[src/rtl/mtx_pkg.sv]
// Shared types and codes for the mutex table.
`default_nettype none

package mtx_pkg;

  localparam int CMD_W = 2;
  localparam int IDX_W = 4;
  localparam int PIDF_W = 16;
  localparam int ST_W = 3;
  localparam int ACT_W = 3;

  localparam logic [CMD_W-1:0] CMD_CREATE = 2'd0;
  localparam logic [CMD_W-1:0] CMD_LOCK   = 2'd1;
  localparam logic [CMD_W-1:0] CMD_UNLOCK = 2'd2;
  localparam logic [CMD_W-1:0] CMD_TERM   = 2'd3;

  localparam logic [ST_W-1:0] ST_OK        = 3'd0;
  localparam logic [ST_W-1:0] ST_EXISTS    = 3'd1;
  localparam logic [ST_W-1:0] ST_MISSING   = 3'd2;
  localparam logic [ST_W-1:0] ST_NOT_OWNER = 3'd3;
  localparam logic [ST_W-1:0] ST_FULL      = 3'd4;

  // Table update selected by the controller
  localparam logic [ACT_W-1:0] ACT_NONE    = 3'd0;
  localparam logic [ACT_W-1:0] ACT_CREATE  = 3'd1;
  localparam logic [ACT_W-1:0] ACT_GRANT   = 3'd2;
  localparam logic [ACT_W-1:0] ACT_PUSH    = 3'd3;
  localparam logic [ACT_W-1:0] ACT_HANDOFF = 3'd4;
  localparam logic [ACT_W-1:0] ACT_RELEASE = 3'd5;
  localparam logic [ACT_W-1:0] ACT_TERM    = 3'd6;

  typedef struct packed {
    logic [CMD_W-1:0]  command;
    logic [IDX_W-1:0]  mutex_index;
    logic [PIDF_W-1:0] pid;
  } cmd_t;

  typedef struct packed {
    logic [ST_W-1:0]   status;
    logic              acquired;
    logic              wake_valid;
    logic [PIDF_W-1:0] wake_pid;
  } rsp_t;

  typedef struct packed {
    logic             capture;
    logic             q_read;
    logic             finish;
    logic [ACT_W-1:0] act;
    logic [ST_W-1:0]  status;
  } ctrl_cmd_t;

  typedef struct packed {
    logic [CMD_W-1:0] cmd;
    logic             in_range;
    logic             exists;
    logic             locked;
    logic             owner_match;
    logic             q_empty;
    logic             q_full;
    logic             out_free;
  } dp_stat_t;

endpackage

`default_nettype wire

[src/rtl/mtx_ctrl.sv]
// Command sequencer for the mutex table.
`default_nettype none

module mtx_ctrl (
  input  wire logic               clk,
  input  wire logic               rst,
  input  wire logic               cmd_valid,
  output logic                    cmd_ready,
  input  wire mtx_pkg::dp_stat_t  stat,
  output mtx_pkg::ctrl_cmd_t      ctl
);

  localparam logic [1:0] S_IDLE  = 2'd0;
  localparam logic [1:0] S_SLOT  = 2'd1;
  localparam logic [1:0] S_QUEUE = 2'd2;

  logic [1:0] state;
  logic [1:0] state_next;
  logic       need_q;

  logic [mtx_pkg::ACT_W-1:0] act;
  logic [mtx_pkg::ST_W-1:0]  status;
  logic                      capture;
  logic                      q_read;
  logic                      finish;

  always_ff @(posedge clk) begin
    if (rst) begin
      state <= S_IDLE;
    end else begin
      state <= state_next;
    end
  end

  assign cmd_ready = (state == S_IDLE);

  assign ctl = '{capture: capture, q_read: q_read, finish: finish, act: act, status: status};

  // Decision on the slot record read for the current command; in S_QUEUE it forces a hand-off
  always_comb begin
    need_q = 1'b0;
    act = mtx_pkg::ACT_NONE;
    status = mtx_pkg::ST_OK;
    if (!stat.in_range) begin
      status = mtx_pkg::ST_MISSING;
    end else if (stat.cmd == mtx_pkg::CMD_CREATE) begin
      if (stat.exists) begin
        status = mtx_pkg::ST_EXISTS;
      end else begin
        act = mtx_pkg::ACT_CREATE;
      end
    end else if (!stat.exists) begin
      status = mtx_pkg::ST_MISSING;
    end else begin
      case (stat.cmd)
        mtx_pkg::CMD_LOCK: begin
          if (!stat.locked) begin
            act = mtx_pkg::ACT_GRANT;
          end else if (stat.q_full) begin
            status = mtx_pkg::ST_FULL;
          end else begin
            act = mtx_pkg::ACT_PUSH;
          end
        end
        mtx_pkg::CMD_UNLOCK: begin
          if (!stat.owner_match) begin
            status = mtx_pkg::ST_NOT_OWNER;
          end else if (stat.locked && !stat.q_empty) begin
            act = mtx_pkg::ACT_HANDOFF;
            need_q = 1'b1;
          end else begin
            act = mtx_pkg::ACT_RELEASE;
          end
        end
        default: begin
          act = mtx_pkg::ACT_TERM;
        end
      endcase
    end
    if (state == S_QUEUE) begin
      act = mtx_pkg::ACT_HANDOFF;
      status = mtx_pkg::ST_OK;
    end
  end

  always_comb begin
    state_next = state;
    capture = 1'b0;
    q_read = 1'b0;
    finish = 1'b0;
    unique case (state)
      S_IDLE: begin
        capture = cmd_valid;
        if (cmd_valid) begin
          state_next = S_SLOT;
        end
      end
      S_SLOT: begin
        if (need_q) begin
          q_read = 1'b1;
          state_next = S_QUEUE;
        end else if (stat.out_free) begin
          finish = 1'b1;
          state_next = S_IDLE;
        end
      end
      S_QUEUE: begin
        if (stat.out_free) begin
          finish = 1'b1;
          state_next = S_IDLE;
        end
      end
      default: begin
        state_next = S_IDLE;
      end
    endcase
  end

endmodule

`default_nettype wire

[src/rtl/mtx_dp.sv]
// Slot table, wait-queue memory and response register.
`default_nettype none

module mtx_dp #(
  parameter int unsigned NUM_MUTEXES = 16,
  parameter int unsigned QUEUE_DEPTH = 8,
  parameter int unsigned PID_WIDTH   = 16
) (
  input  wire logic                clk,
  input  wire logic                rst,
  input  wire mtx_pkg::cmd_t       cmd_data,
  input  wire mtx_pkg::ctrl_cmd_t  ctl,
  output mtx_pkg::dp_stat_t        stat,
  output logic                     rsp_valid,
  input  wire logic                rsp_ready,
  output mtx_pkg::rsp_t            rsp_data
);

  localparam int SLOT_W = $clog2(NUM_MUTEXES);
  localparam int QW     = (QUEUE_DEPTH > 1) ? $clog2(QUEUE_DEPTH) : 1;
  localparam int CW     = $clog2(QUEUE_DEPTH + 1);
  localparam int AW     = $clog2(NUM_MUTEXES * QUEUE_DEPTH);
  localparam int WAIT_N = NUM_MUTEXES * QUEUE_DEPTH;

  typedef struct packed {
    logic                 locked;
    logic [PID_WIDTH-1:0] owner;
    logic [QW-1:0]        head;
    logic [CW-1:0]        count;
  } slot_rec_t;

  function automatic logic [SLOT_W-1:0] to_slot(input logic [mtx_pkg::IDX_W-1:0] i);
    logic [SLOT_W+mtx_pkg::IDX_W-1:0] w;
    w = {SLOT_W'(0), i};
    return w[SLOT_W-1:0];
  endfunction

  function automatic logic [AW-1:0] wait_addr(input logic [SLOT_W-1:0] s,
                                              input logic [QW-1:0] p);
    return AW'(s) * AW'(QUEUE_DEPTH) + AW'(p);
  endfunction

  slot_rec_t            slot_mem [NUM_MUTEXES];
  logic [PID_WIDTH-1:0] wait_mem [WAIT_N];

  logic [NUM_MUTEXES-1:0] exists;
  mtx_pkg::cmd_t          item;
  slot_rec_t              rec;
  slot_rec_t              rec_next;
  logic                   rec_we;
  logic [PID_WIDTH-1:0]   qdata;

  logic [SLOT_W-1:0]               slot;
  logic [PID_WIDTH+mtx_pkg::PIDF_W-1:0] pid_ext;
  logic [PID_WIDTH-1:0]            pid_w;
  logic [mtx_pkg::PIDF_W+PID_WIDTH-1:0] wake_ext;
  logic [CW:0]                     tail_sum;
  logic [QW-1:0]                   tail;
  logic [QW:0]                     head_inc;
  logic [QW-1:0]                   head_next;
  logic                            push_we;

  assign slot    = to_slot(item.mutex_index);
  assign pid_ext = {PID_WIDTH'(0), item.pid};
  assign pid_w   = pid_ext[PID_WIDTH-1:0];
  assign wake_ext = {mtx_pkg::PIDF_W'(0), qdata};

  // Ring positions: one compare-subtract each
  assign tail_sum = (CW+1)'(rec.head) + (CW+1)'(rec.count);
  assign tail = (tail_sum >= (CW+1)'(QUEUE_DEPTH)) ?
                QW'(tail_sum - (CW+1)'(QUEUE_DEPTH)) : QW'(tail_sum);
  assign head_inc = (QW+1)'(rec.head) + (QW+1)'(1);
  assign head_next = (head_inc == (QW+1)'(QUEUE_DEPTH)) ? '0 : head_inc[QW-1:0];

  always_comb begin
    stat.cmd         = item.command;
    stat.in_range    = (32'(item.mutex_index) < NUM_MUTEXES);
    stat.exists      = stat.in_range && exists[slot];
    stat.locked      = rec.locked;
    stat.owner_match = (rec.owner == pid_w);
    stat.q_empty     = (rec.count == '0);
    stat.q_full      = (rec.count == CW'(QUEUE_DEPTH));
    stat.out_free    = !rsp_valid || rsp_ready;
  end

  always_comb begin
    rec_next = rec;
    rec_we = 1'b0;
    case (ctl.act)
      mtx_pkg::ACT_CREATE: begin
        rec_next.locked = 1'b0;
        rec_next.owner  = '1;
        rec_next.head   = '0;
        rec_next.count  = '0;
        rec_we = 1'b1;
      end
      mtx_pkg::ACT_GRANT: begin
        rec_next.locked = 1'b1;
        rec_next.owner  = pid_w;
        rec_we = 1'b1;
      end
      mtx_pkg::ACT_PUSH: begin
        rec_next.count = rec.count + CW'(1);
        rec_we = 1'b1;
      end
      mtx_pkg::ACT_HANDOFF: begin
        rec_next.owner = qdata;
        rec_next.head  = head_next;
        rec_next.count = rec.count - CW'(1);
        rec_we = 1'b1;
      end
      mtx_pkg::ACT_RELEASE: begin
        rec_next.locked = 1'b0;
        rec_we = 1'b1;
      end
      default: begin
        rec_we = 1'b0;
      end
    endcase
  end

  assign push_we = ctl.finish && (ctl.act == mtx_pkg::ACT_PUSH);

  // Slot records: read on capture, written back when the command finishes
  always_ff @(posedge clk) begin
    if (ctl.capture) begin
      item <= cmd_data;
      rec  <= slot_mem[to_slot(cmd_data.mutex_index)];
    end
    if (ctl.finish && rec_we) begin
      slot_mem[slot] <= rec_next;
    end
  end

  always_ff @(posedge clk) begin
    if (push_we) begin
      wait_mem[wait_addr(slot, tail)] <= pid_w;
    end
    if (ctl.q_read) begin
      qdata <= wait_mem[wait_addr(slot, rec.head)];
    end
  end

  // Existence flags double as valid bits for the slot records
  always_ff @(posedge clk) begin
    if (rst) begin
      exists <= '0;
    end else if (ctl.finish && ctl.act == mtx_pkg::ACT_CREATE) begin
      exists[slot] <= 1'b1;
    end else if (ctl.finish && ctl.act == mtx_pkg::ACT_TERM) begin
      exists[slot] <= 1'b0;
    end
  end

  always_ff @(posedge clk) begin
    if (rst) begin
      rsp_valid <= 1'b0;
    end else if (ctl.finish) begin
      rsp_valid <= 1'b1;
    end else if (rsp_ready) begin
      rsp_valid <= 1'b0;
    end
  end

  always_ff @(posedge clk) begin
    if (ctl.finish) begin
      rsp_data.status     <= ctl.status;
      rsp_data.acquired   <= (ctl.act == mtx_pkg::ACT_GRANT);
      rsp_data.wake_valid <= (ctl.act == mtx_pkg::ACT_HANDOFF);
      rsp_data.wake_pid   <= (ctl.act == mtx_pkg::ACT_HANDOFF) ?
                             wake_ext[mtx_pkg::PIDF_W-1:0] : '0;
    end
  end

endmodule

`default_nettype wire

[src/rtl/mutex_table_with_wait_queues.sv]
// The response follows the registered slot-record read and, for a wake-up unlock, the
//   dependent wait-queue memory read; a new command is taken only once the last finishes.
//   A command does not finish while the response register is still held by the receiver.
// A finished response waits in its own register while the next command is taken.
// Reset clears the existence flags, controller and response valid; slot records and
//   queue entries are not cleared (create writes a fresh record), so no clearing pass.
`default_nettype none

module mutex_table_with_wait_queues #(
  parameter int unsigned NUM_MUTEXES = 16,
  parameter int unsigned QUEUE_DEPTH = 8,
  parameter int unsigned PID_WIDTH   = 16
) (
  input  wire logic           clk,
  input  wire logic           rst,
  input  wire logic           cmd_valid,
  output logic                cmd_ready,
  input  wire mtx_pkg::cmd_t  cmd_data,
  output logic                rsp_valid,
  input  wire logic           rsp_ready,
  output mtx_pkg::rsp_t       rsp_data
);

  mtx_pkg::ctrl_cmd_t ctl;
  mtx_pkg::dp_stat_t  stat;

  mtx_ctrl u_ctrl (
    .clk       (clk),
    .rst       (rst),
    .cmd_valid (cmd_valid),
    .cmd_ready (cmd_ready),
    .stat      (stat),
    .ctl       (ctl)
  );

  mtx_dp #(
    .NUM_MUTEXES (NUM_MUTEXES),
    .QUEUE_DEPTH (QUEUE_DEPTH),
    .PID_WIDTH   (PID_WIDTH)
  ) u_dp (
    .clk       (clk),
    .rst       (rst),
    .cmd_data  (cmd_data),
    .ctl       (ctl),
    .stat      (stat),
    .rsp_valid (rsp_valid),
    .rsp_ready (rsp_ready),
    .rsp_data  (rsp_data)
  );

endmodule

`default_nettype wire

[config.mk]
export PLATFORM = sky130hd
export DESIGN_NAME = mutex_table_with_wait_queues
export DESIGN_NICKNAME = d
export VERILOG_FILES = /design/src/rtl/mtx_pkg.sv /design/src/rtl/mtx_ctrl.sv /design/src/rtl/mtx_dp.sv /design/src/rtl/mutex_table_with_wait_queues.sv
export SDC_FILE = /design/constraint.sdc
export NUM_CORES = 2
export LEC_CHECK = 0
export BUFFER_PORTS_ARGS = -buffer_cell sky130_fd_sc_hd__buf_2
export CAP_MARGIN = 20
export CORE_ASPECT_RATIO = 0.6
export CORE_UTILIZATION = 25
export CTS_CLUSTER_DIAMETER = 80
export DETAILED_ROUTE_END_ITERATION = 8
export GPL_ROUTABILITY_DRIVEN = 0
export PLACE_DENSITY = 0.34
export SLEW_MARGIN = 20
export SYNTH_ARGS = -nofsm -noshare
export SYNTH_HDL_FRONTEND = slang
export SYNTH_SLANG_ARGS = --single-unit
[constraint.sdc]
create_clock -name clk -period 9.2 [get_ports clk]
set_clock_uncertainty 0.2 [all_clocks]
set_input_delay 2.76 -clock clk [delete_from_list [all_inputs] [get_ports clk]]
set_output_delay 2.76 -clock clk [all_outputs]
set_load 0.02 [all_outputs]
==> impl_metrics.py <==
metrics = {
    "layout": {
        "fin_area_um2": 113000,
        "areaGrowthSynthToFinish_pct": 16.0,
        "final_core_utilization": 0.292,
        "drive_gt1_frac": 0.330,
        "finalNetCount": 4380,
    },
    "sta": {
        "setup_viol": 0,
        "fmax_mhz": 165,
        "fin_crit_ps": 6060,
        "max_slew_margin": 0.0937,
        "hold_viol_final": 0,
        "rsz0062_at_grt": "no",
        "setup_ws_ps": 3140,
        "drv_slew": 0,
        "min_period_over_period": 0.659,
        "tns_ps": 0,
        "worst_slew_pin_slew_ps": 1360,
        "whs_ps": 290,
    },
    "clock_tree": {
        "cts_tree": "done",
        "ctsHoldBuffers": 0,
        "cts_buffer_depth": 4,
        "clock_sinks": 2534,
        "cts_max_level": 4,
        "postCtsSetupRepairBufs": 0,
        "clock_latency_ps": 940,
        "clk_transition_reported_paths_ps": 70,
        "cts.repair.resized": 0,
        "numCtsBuffers": 248,
        "cts-root-buf": "clkbuf_16",
    },
    "grt": {
        "antenna_found_initial": 47,
        "grt_overflow": 0,
        "grt_max_degree": 131,
        "grt.total_usage": 0.159,
        "grt_pass1_wl_um": 429000,
        "grt_pass1_vias": 45303,
    },
    "yosys": {
        "synth_edf_count": 2515,
        "syn_avg_cell_area_um2": 23.7,
        "synth_compound_area_frac": 0.0131,
        "synth_ff_type": "edfxtp_1",
        "synth_area_um2": 97600,
        "async_flop_share": 0,
        "synthAdderAreaFrac": 0.00182,
        "synth_xor_area_frac": 0.00170,
        "synth_nets": 4156,
        "ys_seq_elements": 2534,
        "synth_simple_gate_area_frac": 0.0149,
        "yosysWarningCount": 0,
        "ys_seq_area_frac": 0.778,
        "synth_cell_type_count": 67,
        "synth_top_family_by_area": "multiplexers",
        "syn_inst": 4117,
        "synth_mux_area_frac": 0.179,
    },
    "place": {
        "dpl_cell_area_um2": 105000,
        "dp_hpwl_um": 192000,
        "port_buffers": 48,
        "dp_slack_ps": 2160,
    },
    "die": {
        "pin_count": 49,
        "rows": 177,
        "initial_utilization": 0.252,
        "die_y_um": 486,
        "coreArea_um2": 388000,
        "die_w_um": 809,
        "die-area_um2": 393000,
    },
    "routing": {
        "firstDrtPassIters": 5,
        "viasPerCell": 4.64,
        "drc": 0,
        "vias": 45199,
        "drt_iter0_drc": 5160,
        "ant_nets": 0,
        "routedWlPerCell_um": 32.8,
        "routed_wirelength_um": 319000,
    },
    "setup_path": {
        "cp.arrival_ps": 6380,
        "crit_required_ps": 9520,
        "timing.rr.end": "u_dp.wait_mem[37][12]$_DFFE_PP_",
        "path_class": "flop to flop",
        "crit_family": "simple AND/OR/NAND/NOR gates",
        "path_buf_inv": 3,
        "reg2reg_slack_ps": 3140,
        "cp-end-kind": "flop",
        "worst_r2r_path_depth": 10,
        "r2r-start": "u_dp.slot[0]$_DFFE_PP_",
        "critical_path.startpoint_type": "flop",
        "cp_slowest_cell": "nor2_2",
        "crit_chain": "buf_4 > nand2_2 > o221ai_1 > o32ai_4 > nand4_1 > nand2_2 > inv_2 > nand4b_4 > buf_4 > nor2_2",
        "max_stage_delay_ps": 850,
        "cp-startpoint": "u_dp.slot[0]$_DFFE_PP_",
        "crit_fanout": 30,
    },
    "hold_path": {
        "hold_class": "flop to flop",
        "whs_path_depth": 2,
    },
    "status": {
        "outcome": "complete, no violations",
    },
    "power_and_ir_drop": {
        "p_leak_nw": 33.9,
        "powerDensity_nw_per_um2": 219,
        "irDropWorstVdd_mv": 0.141,
    },
    "job": {
        "maxCapViolCount": 0,
    },
}
## report_power, final
part	internal [mW]	switching [mW]	total, mW
clock	5.62	4.60	10.2
combinational	0.587	1.22	1.81
sequential	12.8	0.0236	12.8
## logic make-up (layout without fill, tap and decap cells)
| logic type | after synthesis | after routing |
|---|---|---|
| muxes | 812 | 812 |
| adders and majority gates | 13 | 13 |
| xor gates and xnor gates | 19 | 19 |
| DFF | 2534 | 2534 |
| and+or+nand+nor | 292 | 292 |
| other | 0 | 19 |
| buffers and inverters | 262 | 685 |
| AOI/OAI and AO/OA | 185 | 185 |
## state kept, by name, indices dropped and copies added (netlist names), named ones only
signal / flops
u_dp.slot_mem: 384
u_dp.rsp_data: 21
u_dp.stat: 3
u_dp.wait_mem: 2048
u_ctrl.state: 2
u_dp.rsp_valid: 1
u_dp.rec: 23
u_dp.pid_w: 16
u_dp.slot: 4
u_dp.qdata: 16
## worst reg2reg max path, delay by kind of cell, from the launching register on
kind / cells / cell delay (ps)
flip-flops: 1 / 320
AND/OR/NAND/NOR: 5 / 2640
buffers and inverters: 3 / 1680
AO/OA/AOI/OAI: 2 / 840
## routing by layer
| metal | vias up | GRT usage | routed length, µm |
|---|---|---|---|
| met3 | 316 | 0.0284 | 18500 |
| met1 | 25443 | 0.270 | 172000 |
| met2 | 1260 | 0.208 | 124000 |
| met4 | 0 | 0.0252 | 4950 |
| met5 | - | 0 | 0 |
| li1 | 18180 | - | - |
## how the worst max path moves through the flow
stage                                       to  slack [ps]  cells after the start
2_1_floorplan            u_dp.rec[0]$_DFFE_PP_        3790                      5
3_3_place_gp    u_dp.wait_mem[69][3]$_DFFE_PP_        2210                      8
3_5_place_dp    u_dp.wait_mem[45][6]$_DFFE_PP_        2160                      8
4_1_cts         u_dp.wait_mem[45][5]$_DFFE_PP_        2930                     10
5_1_grt        u_dp.wait_mem[36][10]$_DFFE_PP_        2890                     10
6_report       u_dp.wait_mem[37][12]$_DFFE_PP_        3140                     10
## synthesized netlist by cell type, drive strengths merged (5+ instances only)
library cell	instances	area, µm²
nand4b	5	104
a221oi	11	96.3
xor2	17	149
a211oi	5	37.5
a21o	5	37.5
nand3	13	77.6
a22o	5	43.8
clkbuf	120	450
edfxtp	2515	75500
nor2	175	657
mux4	744	16800
o311ai	18	158
nand2	34	133
nor3	7	46.3
a21oi	34	170
nor2b	22	138
dfxtp	19	380
inv	33	124
nand4	9	116
ha	11	138
and2	8	50.1
mux2	11	124
mux2i	57	571
buf	108	593
o22ai	33	213
o221ai	12	111
o21ai	37	185
a31oi	6	37.5
## placed cells by master (no fill, tap or decap), types with 20 or more instances in the layout
cell type / n
buf_12: 20
buf_2: 46
buf_4: 127
bufinv_16: 23
clkbuf_1: 42
clkbuf_16: 251
clkinv_1: 56
clkinv_2: 47
clkinvlp_4: 20
edfxtp_1: 2515
inv_1: 31
mux2i_1: 54
mux4_2: 744
nand2_1: 30
nor2_1: 31
nor2_2: 118
nor2_4: 26
nor2b_1: 22
o21ai_0: 24
o22ai_1: 31
## cell type report
type	instances	area (µm²)
Fill cell	37566	275000
Sequential cell	2534	75900
Multi-Input combinational cell	1321	21100
Tap cell	5191	6490
Clock buffer	293	6440
Timing Repair Buffer	202	1700
Clock inverter	156	1420
Inverter	34	128
Antenna cell	19	47.5
## stage by stage
step / instances / power [mW]
after floorplan: 4117 / 14.0
after global placement: 9274 / 14.9
after detailed placement: 9275 / 14.9
after CTS: 9724 / 25.1
after global routing: 9731 / 25.6
final: 9750 / 24.8
Power figures use the tool's default switching activity.
